===== src/sv/skt_pkg.sv =====
// ----------------------------------------------------------------------------
// skt_pkg
// types, constants and match tables of the s-expression keyword tokenizer
// ----------------------------------------------------------------------------
package skt_pkg;

  localparam int WORD_COUNT = 14;
  localparam int WORD_MAX   = 8;
  localparam int FIFO_DEPTH = 4;
  localparam int FIFO_PTR_W = $clog2(FIFO_DEPTH);
  localparam int FIFO_CNT_W = $clog2(FIFO_DEPTH + 1);

  typedef logic [7:0] byte_t;
  typedef logic [4:0] ttype_t;
  typedef logic [3:0] pos_t;
  typedef logic [WORD_COUNT-1:0] mask_t;

  typedef enum logic [1:0] {
    MODE_IDLE    = 2'd0,
    MODE_COMMENT = 2'd1,
    MODE_VAR     = 2'd2,
    MODE_TERM    = 2'd3
  } mode_t;

  localparam logic KIND_CHAR   = 1'b0;
  localparam logic KIND_FINISH = 1'b1;

  localparam ttype_t TYPE_OPEN      = 5'd0;
  localparam ttype_t TYPE_CLOSE     = 5'd1;
  localparam ttype_t TYPE_VAR       = 5'd2;
  localparam ttype_t TYPE_TERM      = 5'd3;
  localparam ttype_t TYPE_WORD_BASE = 5'd4;

  localparam byte_t CH_TAB      = 8'h09;
  localparam byte_t CH_LF       = 8'h0A;
  localparam byte_t CH_CR       = 8'h0D;
  localparam byte_t CH_SPACE    = 8'h20;
  localparam byte_t CH_LPAREN   = 8'h28;
  localparam byte_t CH_RPAREN   = 8'h29;
  localparam byte_t CH_SEMI     = 8'h3B;
  localparam byte_t CH_QMARK    = 8'h3F;
  localparam byte_t CH_UPPER_A  = 8'h41;
  localparam byte_t CH_UPPER_Z  = 8'h5A;
  localparam byte_t CASE_OFFSET = 8'h20;

  localparam mask_t ALL_WORDS = '1;
  localparam pos_t  POS_MAX   = '1;

  // keywords then operators, zero padded
  localparam byte_t WORD_TEXT [WORD_COUNT][WORD_MAX] = '{
    '{"d", "i", "s", "t", "i", "n", "c", "t"},
    '{"d", "o", "e", "s", 8'h00, 8'h00, 8'h00, 8'h00},
    '{"g", "o", "a", "l", 8'h00, 8'h00, 8'h00, 8'h00},
    '{"i", "n", "i", "t", 8'h00, 8'h00, 8'h00, 8'h00},
    '{"l", "e", "g", "a", "l", 8'h00, 8'h00, 8'h00},
    '{"n", "e", "x", "t", 8'h00, 8'h00, 8'h00, 8'h00},
    '{"r", "o", "l", "e", 8'h00, 8'h00, 8'h00, 8'h00},
    '{"t", "e", "r", "m", "i", "n", "a", "l"},
    '{"t", "r", "u", "e", 8'h00, 8'h00, 8'h00, 8'h00},
    '{"b", "a", "s", "e", 8'h00, 8'h00, 8'h00, 8'h00},
    '{"i", "n", "p", "u", "t", 8'h00, 8'h00, 8'h00},
    '{"<", "=", 8'h00, 8'h00, 8'h00, 8'h00, 8'h00, 8'h00},
    '{"n", "o", "t", 8'h00, 8'h00, 8'h00, 8'h00, 8'h00},
    '{"o", "r", 8'h00, 8'h00, 8'h00, 8'h00, 8'h00, 8'h00}
  };

  localparam pos_t WORD_LEN [WORD_COUNT] = '{
    4'd8, 4'd4, 4'd4, 4'd4, 4'd5, 4'd4, 4'd4, 4'd8, 4'd4, 4'd4, 4'd5, 4'd2, 4'd3, 4'd2
  };

  typedef struct packed {
    logic   kind;
    byte_t  char_out;
    ttype_t token_type;
    logic   last;
  } result_t;

  typedef struct packed {
    logic [1:0] count;
    result_t    r1;
    result_t    r0;
  } push_t;

  function automatic byte_t lower_byte(input byte_t b);
    byte_t r;
    r = b;
    if (b >= CH_UPPER_A && b <= CH_UPPER_Z) begin
      r = b + CASE_OFFSET;
    end
    return r;
  endfunction

  // lowest matching word wins
  function automatic ttype_t word_type(input mask_t mask, input pos_t pos);
    ttype_t t;
    t = TYPE_TERM;
    for (int k = WORD_COUNT - 1; k >= 0; k--) begin
      if (mask[k] && pos == WORD_LEN[k]) begin
        t = TYPE_WORD_BASE + ttype_t'(k);
      end
    end
    return t;
  endfunction

endpackage


===== src/sv/sexpr_keyword_tokenizer.sv =====
// ----------------------------------------------------------------------------
// sexpr_keyword_tokenizer
// s-expression tokenizer with streaming keyword and operator match
// ----------------------------------------------------------------------------
// usage:
//   slave side takes one text byte per beat; tlast marks the final byte of
//   the input, which closes any open variable or term
//   master side gives one result per beat: tuser 0 carries a lowercased
//   token character, tuser 1 a token finish with its type; tlast flags the
//   final result of an input byte
// path: a byte is held in the input register and its results are then
//   written to the result queue, whose head drives the master side
// throughput: one byte per cycle while tready is high and each byte gives
//   at most one result; a byte giving two results needs two output beats,
//   set by the single output port draining a four-entry result queue
// reset: scanner returns to idle between tokens, match state cleared,
//   input register and result queue emptied
// stall: when the receiver holds tready low the queue fills and s_tready
//   drops while the input register holds a byte and fewer than two queue
//   entries are free; nothing is lost
// ----------------------------------------------------------------------------
module sexpr_keyword_tokenizer (
  input  logic        clk,
  input  logic        rst,
  input  logic        s_tvalid,
  output logic        s_tready,
  input  logic [7:0]  s_tdata,   // [7:0] text_byte
  input  logic        s_tlast,
  output logic        m_tvalid,
  input  logic        m_tready,
  output logic [15:0] m_tdata,   // [7:0] char_out, [12:8] token_type, [15:13] zero
  output logic [0:0]  m_tuser,   // [0] kind
  output logic        m_tlast
);

  skt_pkg::push_t   push;
  skt_pkg::result_t head;
  logic             room2;

  skt_scan u_scan (
    .clk      (clk),
    .rst      (rst),
    .s_tvalid (s_tvalid),
    .s_tready (s_tready),
    .s_tdata  (s_tdata),
    .s_tlast  (s_tlast),
    .room2    (room2),
    .push     (push)
  );

  skt_fifo u_fifo (
    .clk      (clk),
    .rst      (rst),
    .push     (push),
    .room2    (room2),
    .m_tvalid (m_tvalid),
    .m_tready (m_tready),
    .head     (head)
  );

  assign m_tdata = {3'b000, head.token_type, head.char_out};
  assign m_tuser = head.kind;
  assign m_tlast = head.last;

endmodule


===== src/sv/skt_scan.sv =====
// ----------------------------------------------------------------------------
// skt_scan
// input register, scanner state and per-byte result generation
// ----------------------------------------------------------------------------
module skt_scan (
  input  logic                clk,
  input  logic                rst,
  input  logic                s_tvalid,
  output logic                s_tready,
  input  logic [7:0]          s_tdata,
  input  logic                s_tlast,
  input  logic                room2,
  output skt_pkg::push_t      push
);

  logic                in_valid;
  skt_pkg::byte_t      in_byte;
  logic                in_eoi;
  skt_pkg::mode_t      mode;
  skt_pkg::mode_t      mode_next;
  skt_pkg::mask_t      mask;
  skt_pkg::mask_t      mask_next;
  skt_pkg::pos_t       pos;
  skt_pkg::pos_t       pos_next;

  logic                fire;
  logic                sep;
  logic                paren;
  logic                starts_term;
  logic                is_char;
  logic                term_match;
  skt_pkg::byte_t      ch;
  skt_pkg::mask_t      base_mask;
  skt_pkg::pos_t       base_pos;
  skt_pkg::mask_t      upd_mask;
  skt_pkg::pos_t       upd_pos;
  skt_pkg::ttype_t     type_now;
  skt_pkg::ttype_t     type_after;
  skt_pkg::ttype_t     type_bracket;
  skt_pkg::result_t    r0;
  skt_pkg::result_t    r1;
  logic [1:0]          n;

  assign fire     = in_valid && room2;
  assign s_tready = !in_valid || room2;

  always_ff @(posedge clk) begin
    if (rst) begin
      in_valid <= 1'b0;
    end else if (s_tvalid && s_tready) begin
      in_valid <= 1'b1;
    end else if (fire) begin
      in_valid <= 1'b0;
    end
    if (s_tvalid && s_tready) begin
      in_byte <= s_tdata;
      in_eoi  <= s_tlast;
    end
  end

  always_ff @(posedge clk) begin
    if (rst) begin
      mode <= skt_pkg::MODE_IDLE;
      mask <= skt_pkg::ALL_WORDS;
      pos  <= '0;
    end else if (fire) begin
      mode <= mode_next;
      mask <= mask_next;
      pos  <= pos_next;
    end
  end

  // byte classes and keyword match
  always_comb begin
    sep = in_byte == skt_pkg::CH_SPACE || in_byte == skt_pkg::CH_TAB ||
          in_byte == skt_pkg::CH_CR || in_byte == skt_pkg::CH_LF;
    paren = in_byte == skt_pkg::CH_LPAREN || in_byte == skt_pkg::CH_RPAREN;
    ch = skt_pkg::lower_byte(in_byte);
    starts_term = mode == skt_pkg::MODE_IDLE && !sep && !paren &&
                  in_byte != skt_pkg::CH_SEMI && in_byte != skt_pkg::CH_QMARK;
    is_char = starts_term ||
              ((mode == skt_pkg::MODE_VAR || mode == skt_pkg::MODE_TERM) && !sep && !paren);
    term_match = starts_term || (mode == skt_pkg::MODE_TERM && is_char);
    base_mask = starts_term ? skt_pkg::ALL_WORDS : mask;
    base_pos  = starts_term ? '0 : pos;
    for (int k = 0; k < skt_pkg::WORD_COUNT; k++) begin
      upd_mask[k] = base_mask[k] && base_pos < skt_pkg::WORD_LEN[k] &&
                    skt_pkg::WORD_TEXT[k][base_pos[2:0]] == ch;
    end
    upd_pos = (base_pos == skt_pkg::POS_MAX) ? base_pos : base_pos + 4'd1;
    type_now = (mode == skt_pkg::MODE_VAR) ? skt_pkg::TYPE_VAR :
               skt_pkg::word_type(mask, pos);
    type_after = term_match ? skt_pkg::word_type(upd_mask, upd_pos) : skt_pkg::TYPE_VAR;
    type_bracket = (in_byte == skt_pkg::CH_LPAREN) ? skt_pkg::TYPE_OPEN :
                   skt_pkg::TYPE_CLOSE;
  end

  // next state
  always_comb begin
    mode_next = mode;
    mask_next = mask;
    pos_next  = pos;
    unique case (mode)
      skt_pkg::MODE_IDLE: begin
        if (!sep) begin
          if (in_byte == skt_pkg::CH_SEMI) begin
            mode_next = skt_pkg::MODE_COMMENT;
          end else if (in_byte == skt_pkg::CH_QMARK) begin
            mode_next = skt_pkg::MODE_VAR;
          end else if (!paren) begin
            mode_next = skt_pkg::MODE_TERM;
          end
        end
      end
      skt_pkg::MODE_COMMENT: begin
        if (in_byte == skt_pkg::CH_LF) begin
          mode_next = skt_pkg::MODE_IDLE;
        end
      end
      skt_pkg::MODE_VAR, skt_pkg::MODE_TERM: begin
        if (sep || paren) begin
          mode_next = skt_pkg::MODE_IDLE;
        end
      end
      default: mode_next = skt_pkg::MODE_IDLE;
    endcase
    if (term_match) begin
      mask_next = upd_mask;
      pos_next  = upd_pos;
    end
    if (in_eoi) begin
      mode_next = skt_pkg::MODE_IDLE;
      mask_next = skt_pkg::ALL_WORDS;
      pos_next  = '0;
    end
  end

  // results of this beat
  always_comb begin
    r0 = '0;
    r1 = '0;
    n  = 2'd0;
    unique case (mode)
      skt_pkg::MODE_IDLE: begin
        if (in_byte == skt_pkg::CH_QMARK) begin
          if (in_eoi) begin
            r0.kind       = skt_pkg::KIND_FINISH;
            r0.token_type = skt_pkg::TYPE_VAR;
            n = 2'd1;
          end
        end else if (paren) begin
          r0.kind       = skt_pkg::KIND_FINISH;
          r0.token_type = type_bracket;
          n = 2'd1;
        end else if (starts_term) begin
          r0.kind     = skt_pkg::KIND_CHAR;
          r0.char_out = ch;
          n = 2'd1;
          if (in_eoi) begin
            r1.kind       = skt_pkg::KIND_FINISH;
            r1.token_type = type_after;
            n = 2'd2;
          end
        end
      end
      skt_pkg::MODE_COMMENT: n = 2'd0;
      skt_pkg::MODE_VAR, skt_pkg::MODE_TERM: begin
        if (sep || paren) begin
          r0.kind       = skt_pkg::KIND_FINISH;
          r0.token_type = type_now;
          n = 2'd1;
          if (paren) begin
            r1.kind       = skt_pkg::KIND_FINISH;
            r1.token_type = type_bracket;
            n = 2'd2;
          end
        end else begin
          r0.kind     = skt_pkg::KIND_CHAR;
          r0.char_out = ch;
          n = 2'd1;
          if (in_eoi) begin
            r1.kind       = skt_pkg::KIND_FINISH;
            r1.token_type = type_after;
            n = 2'd2;
          end
        end
      end
      default: n = 2'd0;
    endcase
    r0.last = n == 2'd1;
    r1.last = n == 2'd2;
  end

  always_comb begin
    push.count = fire ? n : 2'd0;
    push.r0    = r0;
    push.r1    = r1;
  end

endmodule


===== src/sv/skt_fifo.sv =====
// ----------------------------------------------------------------------------
// skt_fifo
// result queue taking up to two results per cycle, one out per beat
// ----------------------------------------------------------------------------
module skt_fifo (
  input  logic              clk,
  input  logic              rst,
  input  skt_pkg::push_t    push,
  output logic              room2,
  output logic              m_tvalid,
  input  logic              m_tready,
  output skt_pkg::result_t  head
);

  skt_pkg::result_t                   slots [skt_pkg::FIFO_DEPTH];
  logic [skt_pkg::FIFO_PTR_W-1:0]     wptr;
  logic [skt_pkg::FIFO_PTR_W-1:0]     wptr_inc;
  logic [skt_pkg::FIFO_PTR_W-1:0]     rptr;
  logic [skt_pkg::FIFO_CNT_W-1:0]     cnt;
  logic [skt_pkg::FIFO_CNT_W-1:0]     cnt_next;
  logic                               pop;

  assign pop      = m_tvalid && m_tready;
  assign m_tvalid = cnt != '0;
  assign head     = slots[rptr];
  assign room2    = cnt <= skt_pkg::FIFO_CNT_W'(skt_pkg::FIFO_DEPTH - 2);
  assign wptr_inc = wptr + skt_pkg::FIFO_PTR_W'(1);
  assign cnt_next = cnt + skt_pkg::FIFO_CNT_W'(push.count) - skt_pkg::FIFO_CNT_W'(pop);

  always_ff @(posedge clk) begin
    if (rst) begin
      wptr <= '0;
      rptr <= '0;
      cnt  <= '0;
    end else begin
      wptr <= wptr + skt_pkg::FIFO_PTR_W'(push.count);
      rptr <= rptr + skt_pkg::FIFO_PTR_W'(pop);
      cnt  <= cnt_next;
    end
  end

  always_ff @(posedge clk) begin
    if (push.count != 2'd0) begin
      slots[wptr] <= push.r0;
    end
    if (push.count == 2'd2) begin
      slots[wptr_inc] <= push.r1;
    end
  end

endmodule


===== config.mk =====
export PLATFORM = sky130hd
export DESIGN_NAME = sexpr_keyword_tokenizer
export DESIGN_NICKNAME = d
export VERILOG_FILES = /design/src/sv/skt_pkg.sv /design/src/sv/sexpr_keyword_tokenizer.sv /design/src/sv/skt_scan.sv /design/src/sv/skt_fifo.sv
export SDC_FILE = /design/constraint.sdc
export NUM_CORES = 1
export LEC_CHECK = 0
export ABC_CLOCK_PERIOD_IN_PS = 8500
export BUFFER_PORTS_ARGS = -buffer_cell sky130_fd_sc_hd__buf_2
export CAP_MARGIN = 10
export CORE_ASPECT_RATIO = 1.5
export CORE_MARGIN = 5
export CORE_UTILIZATION = 25
export DETAILED_ROUTE_END_ITERATION = 16
export GPL_TIMING_DRIVEN = 0
export PLACE_DENSITY_LB_ADDON = 0.15
export SYNTH_ARGS = -nofsm -noshare
export SYNTH_HDL_FRONTEND = slang
export SYNTH_SLANG_ARGS = --single-unit

===== constraint.sdc =====
create_clock -name clk -period 8.5 [get_ports clk]
set_input_delay 0.425 -clock clk [delete_from_list [all_inputs] [get_ports clk]]
set_output_delay 0.425 -clock clk [all_outputs]
set_load 0.02 [all_outputs]

==> flow_metrics.py <==
metrics = {
    "setup_path": {
        "cp_slowest_cell": "a2111oi_0",
        "critical_path_buf_inv_count": 4,
        "end_kind": "flip-flop",
        "crit_path_max_incr_delay_ns": 0.97,
        "crit_chain": "nor3_1 -> nand3_1 -> buf_2 -> nand3_2 -> clkbuf_1 -> nand2_1 -> inv_1 -> ha_1 -> inv_1 -> ha_1 -> xor2_1 -> nor2_1 -> o211ai_1 -> a2111oi_0 -> nand4_1 -> o21ai_0 -> o211ai_2 -> nand3_1 -> o22ai_1",
        "critical_path_arrival_ns": 6.67,
        "required_ns": 8.59,
        "critPathLaunchType": "flip-flop",
        "cp_top_family": "simple AND/OR/NAND/NOR gates",
        "setup.worst_path.class": "reg2reg",
        "crit_fanout": 10,
    },
    "detailed_routing": {
        "drc": 0,
        "wl_per_cell_um": 24.51,
        "drtAntennaViolNets": 0,
        "via_per_inst": 5.638,
        "drtIter0Drc": 598,
        "vias": 6924,
        "routed_wl_mm": 30.10,
        "firstDrtPassIters": 5,
    },
    "synthesis": {
        "avgSynthCellArea_um2": 8.423,
        "yosysSeqAreaShare_pct": 32.95,
        "synth_top_cell_by_area": "dfxtp_1",
        "yosysWarnings": 0,
        "postSynthCellCount": 833,
        "synthDistinctLibCells": 97,
        "synth_top_area_share_pct": 17.12,
        "yosys_most_used_dff": "dfxtp_1",
        "ys_seq_elements": 97,
        "postSynth.asyncResetShare_pct": 0,
        "yosys-top-cells-area": "dfxtp_1, edfxtp_1, mux4_2",
        "netlist_area_um2": 7017,
        "synth_edf_count": 37,
    },
    "placement": {
        "portBuffers": 28,
        "dp_slack_ns": 2.152,
        "dp_hpwl_mm": 23.74,
        "placedCellCount": 1212,
        "place_congestion": 0.9643,
        "post_dp_cell_area_um2": 7617,
    },
    "power": {
        "leakage_nw": 2.758,
        "total_power_mw": 1.701,
        "peakVddDrop_v": 0.00009147,
        "p_per_area_nw_per_um2": 214.6,
    },
    "finish": {
        "final_cell_mix": "nand2_1, nor2_1, dfxtp_1, a21oi_1, nand3_1",
        "antenna_cells": 0,
        "post-route-util_pct": 28.45,
        "layout_commonest_cell": "nand2_1",
        "fin_area_um2": 7929,
        "layout-drive-gt1-share_pct": 13.61,
        "stdcell_count": 1228,
        "fin_nets": 905,
        "area_delta_synth_final_pct": 13.00,
        "multiInputGateArea_um2": 4300,
        "layout.area.seq_um2": 2312,
        "nFillCells": 3000,
    },
    "timing": {
        "hold_viol_final": 0,
        "worstMarginPinSlew_ns": 1.134,
        "whs_ns": 0.2381,
        "final.setup.worst_slack_ns": 1.919,
        "fin_crit_sh_pct": 77.42,
        "finClkSkew_ns": 0.009870,
        "slew_viol_final": 0,
        "setup-violations-final": 0,
        "fmax_ghz": 0.1520,
        "slew_headroom_pct": 22.42,
        "finalSetupTns_ns": 0,
        "rsz0062_at_grt": "no",
        "finalCriticalPeriod_ns": 6.581,
    },
    "floorplanning": {
        "initial_core_util_pct": 25.18,
        "die_h_um": 215.2,
        "core-area_um2": 27870,
        "io_pins": 33,
        "rows": 75,
        "die_width_um": 146.8,
        "dieArea_um2": 31590,
    },
    "grt": {
        "grt_max_degree": 16,
        "grt_pass1_wl_mm": 44.48,
        "grt-ovfl-total": 0,
        "grt_pass1_vias": 6907,
        "grt_usage_pct": 18.70,
        "antenna_found_initial": 0,
    },
    "flow_run": {
        "drv_cap": 0,
    },
    "clock_network": {
        "numCtsBuffers": 9,
        "clk_latency_ns": 0.36,
        "cts_hold_buf": 0,
        "cts_tree": "yes",
        "post-cts-setup-buffers": 0,
        "cts_buffer_depth": 2,
        "ctsResizeCount": 0,
        "cts_num_sinks": 97,
        "root_buffer": "clkbuf_16",
        "htree_levels": 3,
        "clkTransAtPathRegs_ns": 0.06,
    },
    "hold_path": {
        "worstHoldPathType": "in2reg",
    },
    "status": {
        "status": "complete, no violations",
    },
}
## sequential cells by signal, indices dropped and copies added, names as in the netlist, 2 cells and up
register / cells
u_fifo.cnt: 3
u_fifo.rptr: 2
u_fifo.slots: 60
u_fifo.wptr: 2
u_scan.in_byte: 8
u_scan.mask: 14
u_scan.mode: 2
u_scan.pos: 4
## path summary, 6_finish.rpt
path                                    startpoint                          endpoint  slack, ns  cells past startpoint
setup reg to reg       u_scan.in_byte[1]$_DFFE_PP_      u_fifo.slots[0][2]$_DFFE_PP_       1.92                     19
hold reg to reg   u_fifo.slots[1][10]$_SDFFE_PP0P_  u_fifo.slots[1][10]$_SDFFE_PP0P_       0.46                      2
setup / recovery       u_scan.in_byte[1]$_DFFE_PP_      u_fifo.slots[0][2]$_DFFE_PP_       1.92                     19
hold / removal                          s_tdata[7]       u_scan.in_byte[7]$_DFFE_PP_       0.24                      1
## per-layer routing
layer | vias up | GRT usage [%] | share of wire, %
met5 | - | 0 | 0
met4 | 0 | 14.60 | 8.8
met3 | 103 | 2.465 | 3.9
met2 | 275 | 34.53 | 52
met1 | 3345 | 18.60 | 35
li1 | 3201 | - | -
## cell usage after synthesis (all sizes together), types with 15 or more instances
cell type / count
clkbuf: 47
mux4: 15
dfxtp: 60
o21ai: 42
a21oi: 58
edfxtp: 37
nand2: 84
nor2: 65
o22ai: 21
inv: 22
nand3: 49
nor3: 26
buf: 26
xor2: 16
## worst reg2reg max path, cell delays in order (launching register included)
cell and delay, ns:
edfxtp_1 0.45, nor3_1 0.45, nand3_1 0.48, buf_2 0.37, nand3_2 0.23, clkbuf_1 0.44
nand2_1 0.24, inv_1 0.26, ha_1 0.29, inv_1 0.18, ha_1 0.31, xor2_1 0.19
nor2_1 0.20, o211ai_1 0.11, a2111oi_0 0.97, nand4_1 0.47, o21ai_0 0.26, o211ai_2 0.17
nand3_1 0.13, o22ai_1 0.11
## cell families after synthesis
logic type | synth area share (%)
AOI/OAI and AO/OA | 25.02
xor gates and xnor gates | 3.745
adders and majority gates | 2.782
buffers and inverters | 5.867
DFF | 32.95
muxes | 6.776
other | 0.05344
and+or+nand+nor | 22.81
## cell type report
type                    count  area share [%]
multi-input cells         640           54.24
plain buffers              73           3.977
clock inverters             4          0.2840
clock buffers              12           3.645
inverters                  25           1.215
well taps                 346           5.460
repair buffers             31           2.020
flip-flops and latches     97           29.16
## where the power goes
group | leakage [nW] | switching (mW) | internal (mW) | total [mW]
combinational | 1.77 | 0.410 | 0.240 | 0.650
clock | 0.160 | 0.183 | 0.241 | 0.423
sequential | 0.824 | 0.0530 | 0.575 | 0.628
total | 2.76 | 0.646 | 1.06 | 1.70
(Power assumes the default switching activity.)
